**src/rtl/gcr_pkg.sv**
```systemverilog
package gcr_pkg;

    // track geometry
    localparam int TRACK_BYTES = 8192;

    // field widths
    localparam int BYTE_W = 8;
    localparam int KIND_W = 2;
    localparam int LEN_W  = 14;
    localparam int CNT_W  = 13;
    localparam int IDX_W  = 2;
    localparam int DATA_W = LEN_W + 2 * CNT_W;

    // saturation limits
    localparam logic [LEN_W-1:0] RUN_CAP =
        LEN_W'(TRACK_BYTES < 16383 ? TRACK_BYTES : 16383);
    localparam logic [CNT_W-1:0] CNT_CAP =
        CNT_W'(TRACK_BYTES / 2 < 8191 ? TRACK_BYTES / 2 : 8191);

    // result kinds
    localparam logic [KIND_W-1:0] KIND_SYNC    = 2'd0;
    localparam logic [KIND_W-1:0] KIND_GAP     = 2'd1;
    localparam logic [KIND_W-1:0] KIND_SUMMARY = 2'd2;

    // configuration register indexes
    localparam logic [IDX_W-1:0] REG_SYNC_FILL = 2'd0;
    localparam logic [IDX_W-1:0] REG_GAP_FILL  = 2'd1;
    localparam logic [IDX_W-1:0] REG_LEAD_MASK = 2'd2;

    // reset values of the configuration registers
    localparam logic [BYTE_W-1:0] SYNC_FILL_RST = 8'hff;
    localparam logic [BYTE_W-1:0] GAP_FILL_RST  = 8'h55;
    localparam logic [BYTE_W-1:0] LEAD_MASK_RST = 8'h03;

    // most results one byte can produce
    localparam int MAX_RES = 3;

    typedef struct packed {
        logic [BYTE_W-1:0] sync_fill;
        logic [BYTE_W-1:0] gap_fill;
        logic [BYTE_W-1:0] lead_mask;
    } cfg_t;

    typedef struct packed {
        logic [KIND_W-1:0] kind;
        logic [LEN_W-1:0]  run_length;
        logic [CNT_W-1:0]  sync_total;
        logic [CNT_W-1:0]  gap_total;
        logic              final_res;
    } result_t;

    typedef struct packed {
        result_t [MAX_RES-1:0] item;
        logic [1:0]            count;
    } res_list_t;

    function automatic logic [LEN_W-1:0] sat_len(input logic [LEN_W-1:0] v);
        return (v < RUN_CAP) ? v + LEN_W'(1) : RUN_CAP;
    endfunction

    function automatic logic [CNT_W-1:0] sat_cnt(input logic [CNT_W-1:0] v);
        return (v < CNT_CAP) ? v + CNT_W'(1) : CNT_CAP;
    endfunction

    function automatic result_t make_res(
        input logic [KIND_W-1:0] kind,
        input logic [LEN_W-1:0]  len,
        input logic [CNT_W-1:0]  s_tot,
        input logic [CNT_W-1:0]  g_tot,
        input logic              fin
    );
        result_t r;
        r.kind       = kind;
        r.run_length = len;
        r.sync_total = s_tot;
        r.gap_total  = g_tot;
        r.final_res  = fin;
        return r;
    endfunction

endpackage

```
**src/rtl/gcr_run_detect.sv**
```systemverilog
module gcr_run_detect (
    input  logic                             clk,
    input  logic                             rst_n,
    input  gcr_pkg::cfg_t                    cfg,
    input  logic                             fire,
    input  logic [gcr_pkg::BYTE_W-1:0]       data_byte,
    input  logic                             end_of_track,
    output gcr_pkg::res_list_t               res
);
    import gcr_pkg::*;

    logic [BYTE_W-1:0] prior_byte_reg, prior_byte_next;
    logic              prior_valid_reg, prior_valid_next;
    logic              in_sync_reg, in_sync_next;
    logic              in_gap_reg, in_gap_next;
    logic [LEN_W-1:0]  sync_run_reg, sync_run_next;
    logic [LEN_W-1:0]  gap_run_reg, gap_run_next;
    logic [CNT_W-1:0]  sync_seen_reg, sync_seen_next;
    logic [CNT_W-1:0]  gap_seen_reg, gap_seen_next;
    logic [1:0]        n;

    // judge the held-back byte with the current byte as lookahead
    always_comb
    begin
        prior_byte_next  = data_byte;
        prior_valid_next = 1'b1;
        in_sync_next     = in_sync_reg;
        in_gap_next      = in_gap_reg;
        sync_run_next    = sync_run_reg;
        gap_run_next     = gap_run_reg;
        sync_seen_next   = sync_seen_reg;
        gap_seen_next    = gap_seen_reg;
        res              = '0;
        n                = 2'd0;

        if (prior_valid_reg)
        begin
            // sync detector
            if (in_sync_reg)
            begin
                if (prior_byte_reg == cfg.sync_fill)
                begin
                    sync_run_next = sat_len(sync_run_reg);
                end
                else
                begin
                    in_sync_next = 1'b0;
                    res.item[n]  = make_res(KIND_SYNC, sync_run_reg, sync_seen_reg,
                                            gap_seen_reg, 1'b0);
                    n             = n + 2'd1;
                    sync_run_next = '0;
                end
            end
            else if (((prior_byte_reg & cfg.lead_mask) == cfg.lead_mask) &&
                     (data_byte == cfg.sync_fill))
            begin
                in_sync_next   = 1'b1;
                sync_seen_next = sat_cnt(sync_seen_reg);
                sync_run_next  = LEN_W'(1);
            end

            // gap detector
            if (in_gap_reg)
            begin
                if (prior_byte_reg == cfg.gap_fill)
                begin
                    gap_run_next = sat_len(gap_run_reg);
                end
                else
                begin
                    in_gap_next = 1'b0;
                    res.item[n] = make_res(KIND_GAP, gap_run_reg, sync_seen_next,
                                           gap_seen_reg, 1'b0);
                    n            = n + 2'd1;
                    gap_run_next = '0;
                end
            end
            else if ((prior_byte_reg == cfg.gap_fill) && (data_byte == cfg.gap_fill))
            begin
                in_gap_next   = 1'b1;
                gap_seen_next = sat_cnt(gap_seen_reg);
                gap_run_next  = LEN_W'(1);
            end
        end

        // end of track: flush open runs, summary, then clear the track
        if (end_of_track)
        begin
            if (in_sync_next)
            begin
                res.item[n] = make_res(KIND_SYNC, sync_run_next, sync_seen_next,
                                       gap_seen_next, 1'b0);
                n = n + 2'd1;
            end
            if (in_gap_next)
            begin
                res.item[n] = make_res(KIND_GAP, gap_run_next, sync_seen_next,
                                       gap_seen_next, 1'b0);
                n = n + 2'd1;
            end
            res.item[n] = make_res(KIND_SUMMARY, '0, sync_seen_next, gap_seen_next, 1'b1);
            n = n + 2'd1;

            prior_byte_next  = '0;
            prior_valid_next = 1'b0;
            in_sync_next     = 1'b0;
            in_gap_next      = 1'b0;
            sync_run_next    = '0;
            gap_run_next     = '0;
            sync_seen_next   = '0;
            gap_seen_next    = '0;
        end

        res.count = n;
    end

    // track state
    always_ff @(posedge clk or negedge rst_n)
    begin
        if (!rst_n)
        begin
            prior_byte_reg  <= '0;
            prior_valid_reg <= 1'b0;
            in_sync_reg     <= 1'b0;
            in_gap_reg      <= 1'b0;
            sync_run_reg    <= '0;
            gap_run_reg     <= '0;
            sync_seen_reg   <= '0;
            gap_seen_reg    <= '0;
        end
        else if (fire)
        begin
            prior_byte_reg  <= prior_byte_next;
            prior_valid_reg <= prior_valid_next;
            in_sync_reg     <= in_sync_next;
            in_gap_reg      <= in_gap_next;
            sync_run_reg    <= sync_run_next;
            gap_run_reg     <= gap_run_next;
            sync_seen_reg   <= sync_seen_next;
            gap_seen_reg    <= gap_seen_next;
        end
    end

endmodule

```
**src/rtl/gcr_result_queue.sv**
```systemverilog
module gcr_result_queue (
    input  logic               clk,
    input  logic               rst_n,
    input  logic               load,
    input  gcr_pkg::res_list_t res,
    output logic               load_ok,
    output logic               out_valid,
    input  logic               out_ready,
    output gcr_pkg::result_t   out_res
);
    import gcr_pkg::*;

    result_t [MAX_RES-1:0] q_reg;
    logic [1:0]            cnt_reg;
    logic                  pop;

    // head of the queue drives the output
    assign out_valid = (cnt_reg != 2'd0);
    assign out_res   = q_reg[0];
    assign pop       = out_valid && out_ready;

    // room for a fresh list once the last pending result leaves
    assign load_ok = (cnt_reg == 2'd0) || ((cnt_reg == 2'd1) && pop);

    // occupancy
    always_ff @(posedge clk or negedge rst_n)
    begin
        if (!rst_n)
        begin
            cnt_reg <= 2'd0;
        end
        else if (load)
        begin
            cnt_reg <= res.count;
        end
        else if (pop)
        begin
            cnt_reg <= cnt_reg - 2'd1;
        end
    end

    // payload: load a new list or shift down on each transaction
    always_ff @(posedge clk)
    begin
        if (load)
        begin
            q_reg <= res.item;
        end
        else if (pop)
        begin
            q_reg[0] <= q_reg[1];
            q_reg[1] <= q_reg[2];
        end
    end

endmodule

```
**src/rtl/gcr_sync_gap_run_counter_unit.sv**
```systemverilog
// a byte passes the input register, then its results load the result queue
// throughput: one byte per cycle while m_axis_tready stays high and each byte
// yields at most one result; a byte yielding more (up to three) holds the slave
// side while they drain through the head register of the three-entry result queue
// reset: asynchronous, active low; clears track state, queue and config to defaults
module gcr_sync_gap_run_counter_unit (
    input  logic                           clk,
    input  logic                           rst_n,
    // configuration write channel
    input  logic                           cfg_valid,
    output logic                           cfg_ready,
    input  logic [gcr_pkg::IDX_W-1:0]      cfg_index,
    input  logic [gcr_pkg::BYTE_W-1:0]     cfg_data,
    // byte stream in
    input  logic                           s_axis_tvalid,
    output logic                           s_axis_tready,
    input  logic [7:0]                     s_axis_tdata,   // [7:0] data_byte
    input  logic                           s_axis_tlast,   // end_of_track
    // run reports out
    output logic                           m_axis_tvalid,
    input  logic                           m_axis_tready,
    output logic [39:0]                    m_axis_tdata,   // [13:0] run_length,
                                                           // [26:14] sync_total,
                                                           // [39:27] gap_total
    output logic [1:0]                     m_axis_tuser,   // [1:0] kind
    output logic                           m_axis_tlast    // final_res
);
    import gcr_pkg::*;

    cfg_t              cfg_reg;
    logic              in_valid_reg;
    logic [BYTE_W-1:0] in_byte_reg;
    logic              in_eot_reg;
    logic              load_ok;
    logic              fire;
    res_list_t         res;
    result_t           out_res;

    // configuration registers
    assign cfg_ready = 1'b1;

    always_ff @(posedge clk or negedge rst_n)
    begin
        if (!rst_n)
        begin
            cfg_reg.sync_fill <= SYNC_FILL_RST;
            cfg_reg.gap_fill  <= GAP_FILL_RST;
            cfg_reg.lead_mask <= LEAD_MASK_RST;
        end
        else if (cfg_valid && cfg_ready)
        begin
            unique case (cfg_index)
                REG_SYNC_FILL: cfg_reg.sync_fill <= cfg_data;
                REG_GAP_FILL:  cfg_reg.gap_fill  <= cfg_data;
                REG_LEAD_MASK: cfg_reg.lead_mask <= cfg_data;
                default:       ;
            endcase
        end
    end

    // input register
    assign fire          = in_valid_reg && load_ok;
    assign s_axis_tready = !in_valid_reg || load_ok;

    always_ff @(posedge clk or negedge rst_n)
    begin
        if (!rst_n)
        begin
            in_valid_reg <= 1'b0;
        end
        else if (s_axis_tready)
        begin
            in_valid_reg <= s_axis_tvalid;
        end
    end

    always_ff @(posedge clk)
    begin
        if (s_axis_tvalid && s_axis_tready)
        begin
            in_byte_reg <= s_axis_tdata[BYTE_W-1:0];
            in_eot_reg  <= s_axis_tlast;
        end
    end

    // run detectors
    gcr_run_detect u_detect (
        .clk          (clk),
        .rst_n        (rst_n),
        .cfg          (cfg_reg),
        .fire         (fire),
        .data_byte    (in_byte_reg),
        .end_of_track (in_eot_reg),
        .res          (res)
    );

    // result queue
    gcr_result_queue u_queue (
        .clk       (clk),
        .rst_n     (rst_n),
        .load      (fire),
        .res       (res),
        .load_ok   (load_ok),
        .out_valid (m_axis_tvalid),
        .out_ready (m_axis_tready),
        .out_res   (out_res)
    );

    // pack the result transaction
    assign m_axis_tdata = {out_res.gap_total, out_res.sync_total, out_res.run_length};
    assign m_axis_tuser = out_res.kind;
    assign m_axis_tlast = out_res.final_res;

endmodule

```
**config.mk**
```make
export PLATFORM = sky130hd
export DESIGN_NAME = gcr_sync_gap_run_counter_unit
export DESIGN_NICKNAME = d
export VERILOG_FILES = /design/src/rtl/gcr_pkg.sv /design/src/rtl/gcr_run_detect.sv /design/src/rtl/gcr_result_queue.sv /design/src/rtl/gcr_sync_gap_run_counter_unit.sv
export SDC_FILE = /design/constraint.sdc
export NUM_CORES = 1
export LEC_CHECK = 0
export ABC_AREA = 1
export ABC_CLOCK_PERIOD_IN_PS = 5600
export BUFFER_PORTS_ARGS = -buffer_cell sky130_fd_sc_hd__clkbuf_2
export CAP_MARGIN = 5
export CORE_ASPECT_RATIO = 1.4
export CORE_UTILIZATION = 25
export CTS_CLUSTER_SIZE = 12
export DETAILED_ROUTE_END_ITERATION = 8
export HOLD_SLACK_MARGIN = 0.03
export SLEW_MARGIN = 10
export SYNTH_ARGS = -nofsm -noshare
export SYNTH_HDL_FRONTEND = slang
export SYNTH_SLANG_ARGS = --single-unit
```
**constraint.sdc**
```tcl
create_clock -name clk -period 5.6 [get_ports clk]
set_input_delay 1.12 -clock clk [delete_from_list [all_inputs] [get_ports clk]]
set_output_delay 1.12 -clock clk [all_outputs]
set_load 0.02 [all_outputs]
```
==> impl_metrics.env <==
export IMPL_grt_pass1_vias=12700
export IMPL_yosys_top_cells_count="558 x nand2_1, 203 x inv_1, 194 x nor2_1"
export IMPL_finalSetupTns_ns=0
export IMPL_drt_vias_per_instance=4.84
export IMPL_nNetsFinal=1925
export IMPL_post_cts_buffers=0
export IMPL_comb_power_share_pct=39.2
export IMPL_grt_pass1_wl_um=70100
export IMPL_fmax_mhz=198
export IMPL_io_buffer_count=68
export IMPL_synth_flop_cell="edfxtp_1"
export IMPL_p_clk_share_pct=21.3
export IMPL_gp_congestion=0.942
export IMPL_cts_tree="done"
export IMPL_fp_dieArea_um2=57700
export IMPL_hpwl_um=31100
export IMPL_relSlewSlack_pct=13.0
export IMPL_syn_nets=1938
export IMPL_wire_per_inst_um=16.9
export IMPL_wl_met2_um=22900
export IMPL_antenna_found_initial=0
export IMPL_vias=12700
export IMPL_grt_usage_pct=15.3
export IMPL_netlist_area_um2=14200
export IMPL_crit_chain="xnor2_1 -> nand2_1 -> nor2_1 -> nand2_2 -> nand2_1 -> inv_2 -> ha_1 -> o21ai_0 -> ha_1 -> nand2_1 -> o21a_1 -> ha_1 -> or2_2 -> a21boi_0 -> inv_1 -> ha_1 -> inv_1 -> nand3_4 -> nand2_4 -> inv_2 -> nand2_1 -> nand3_1 -> nand2_1"
export IMPL_clk_pin_slew_ns=0.06
export IMPL_synth_seq_cells=227
export IMPL_postRouteAntennaNets=0
export IMPL_drcViolationCount=0
export IMPL_cp_required_ns=5.93
export IMPL_ys_warn_count=0
export IMPL_fin_skew_ns=0.0496
export IMPL_power_density_nw_per_um2=508
export IMPL_switching_power_mw=3.41
export IMPL_static_leakage_power_nw=6.59
export IMPL_path_class="flip-flop to flip-flop"
export IMPL_m1WireLength_um=16900
export IMPL_cp_common_cell="nand2_1"
export IMPL_hold_buffers=0
export IMPL_yosysMostFrequentCell="nand2_1"
export IMPL_synth_seq_area_share_pct=44.9
export IMPL_largest_reg_flops=84
export IMPL_drtPass1Iterations=6
export IMPL_drt_total_wl_um=44500
export IMPL_io_pin_count=70
export IMPL_die_x_um=203
export IMPL_crit_path_start_kind="flip-flop"
export IMPL_grt_ovfl_total=0
export IMPL_peakVddDrop_mv=0.443
export IMPL_top_layer="met4"
export IMPL_holdCritPathClass="flip-flop to flip-flop"
export IMPL_multi_input_area_um2=6290
export IMPL_rsz0062_at_grt="false"
export IMPL_grt_max_degree=204
export IMPL_wl_met3_um=2090
export IMPL_worstSkewPairLatency_ns=0.58
export IMPL_synthDistinctLibCells=47
export IMPL_seqCellArea_um2=6370
export IMPL_cp_slowest_stage_delay_ns=0.56
export IMPL_switching_share_pct=42.7
export IMPL_clockBufferDepth=3
export IMPL_setup_viol=0
export IMPL_first_iter_violations=999
export IMPL_tightestPinTransition_ns=1.30
export IMPL_p_seq_share_pct=39.4
export IMPL_yosysTopAreaCell="edfxtp_1"
export IMPL_yosysTopAreaCellShare_pct=28.6
export IMPL_ys_async_sr_fraction_pct=40.5
export IMPL_nFillCells=6107
export IMPL_avgSynthCellArea_um2=7.47
export IMPL_status="finished clean"
export IMPL_hold_viol_final=0
export IMPL_post_route_period_util_pct=90.3
export IMPL_synth_edff_count=135
export IMPL_drive_gt1_share_pct=9.98
export IMPL_numCtsBuffers=25
export IMPL_arrival_ns=5.39
export IMPL_final_area_um2=15700
export IMPL_p_int_mw=4.57
export IMPL_num_antenna_cells=0
export IMPL_cp_slowest_cell="dfstp_2"
export IMPL_initial_core_util_pct=25.5
export IMPL_cp_end_kind="flip-flop"
export IMPL_rows=102
export IMPL_die_y_um=284
export IMPL_area_growth_pct=10.8
export IMPL_clock_root_buffer="clkbuf_16"
export IMPL_worstPathMaxFanout=23
export IMPL_htreeDepth=1
export IMPL_synth_area_leaders="edfxtp_1 29%, nand2_1 15%, dfrtp_1 14%"
export IMPL_cts_sinks=227
export IMPL_max_cap_violations=0
export IMPL_place_area_um2=14900
export IMPL_coreArea_um2=55600
export IMPL_ctsResizeCount=0
export IMPL_syn_inst=1897
export IMPL_finalMaxSlewViolations=0
export IMPL_period_minus_slack_ns=5.06
==> logic make-up after synthesis <==
kind of cell,share of synthesized area (%)
adder cells (fa/ha/maj),1.50
AND/OR/NAND/NOR,29.8
flip-flops,44.9
buffers and inverters,10.7
AO/OA/AOI/OAI,11.7
XOR/XNOR,1.24
other,0.0264
==> area by class of cell <==
type                       count  share of cell area, %
sequential                   227                   40.6
timing repair buffer          82                   3.01
multi-input combinational   1325                   40.0
clock inverter                 5                  0.454
inverter                     223                   5.33
tap                          728                   5.80
clock buffer                  41                   4.82
==> per-stage QoR <==
stage | setup slack (ns) | hold slack (ns) | power [mW] | util, % | std cells
CTS | 0.560 | 0.492 | 8.06 | 28.2 | 2631
global placement | 0.711 | 0.469 | 6.26 | 26.8 | 2585
finish | 0.541 | 0.483 | 7.99 | 28.2 | 2631
global route | 0.176 | 0.524 | 8.52 | 28.2 | 2631
detailed placement | 0.562 | 0.477 | 6.32 | 26.8 | 2585
floorplan | 1.35 | 0.453 | 5.45 | - | 1897
==> power groups by stage <==
| stage | clock [mW] | combinational [mW] | sequential [mW] |
|---|---|---|---|
| finish | 1.70 | 3.13 | 3.15 |
| global route | 1.80 | 3.49 | 3.23 |
| CTS | 1.75 | 3.15 | 3.16 |
| detailed placement | 0 | 3.13 | 3.19 |
| global placement | 0 | 3.09 | 3.17 |
| floorplan | 0 | 2.44 | 3.01 |
==> final timing paths <==
path,from,end,slack [ns],cells after the start
setup / recovery,cfg_reg[16],u_queue.out_res[24],0.54,23
hold / removal,cfg_reg[6],cfg_reg[6],0.48,2
setup reg to reg,cfg_reg[16],u_queue.out_res[24],0.54,23
hold reg to reg,cfg_reg[6],cfg_reg[6],0.48,2
max in group asynchronous,rst_n,u_detect.sync_run_reg[8],3.83,2
min in group asynchronous,rst_n,cfg_reg[4],0.66,1
==> metal layers <==
metal / global-route usage, % / vias up
met5: 0 / -
li1: - / 6153
met1: 16.8 / 6010
met4: 9.17 / 0
met2: 27.9 / 447
met3: 1.78 / 124
==> critical path: cells and delay by family (launching register included) <==
kind / cells / cell delay [ns]
AOI/OAI and AO/OA: 3 / 0.74
buffers and inverters: 4 / 0.69
DFF: 1 / 0.56
and+or+nand+nor: 11 / 1.65
adders and majority gates: 4 / 1.08
xor gates and xnor gates: 1 / 0.12
==> layout by cell type, fill, tap and decap left out, types with 26 or more instances in the layout <==
cell / instances
o21ai_0: 107
clkbuf_16: 26
nor2_1: 193
nand3_1: 171
o22ai_1: 69
inv_1: 202
edfxtp_1: 135
clkbuf_2: 67
a21oi_1: 50
dfrtp_1: 78
nand2_1: 558
Note: power is estimated with default switching activity, not from simulation.
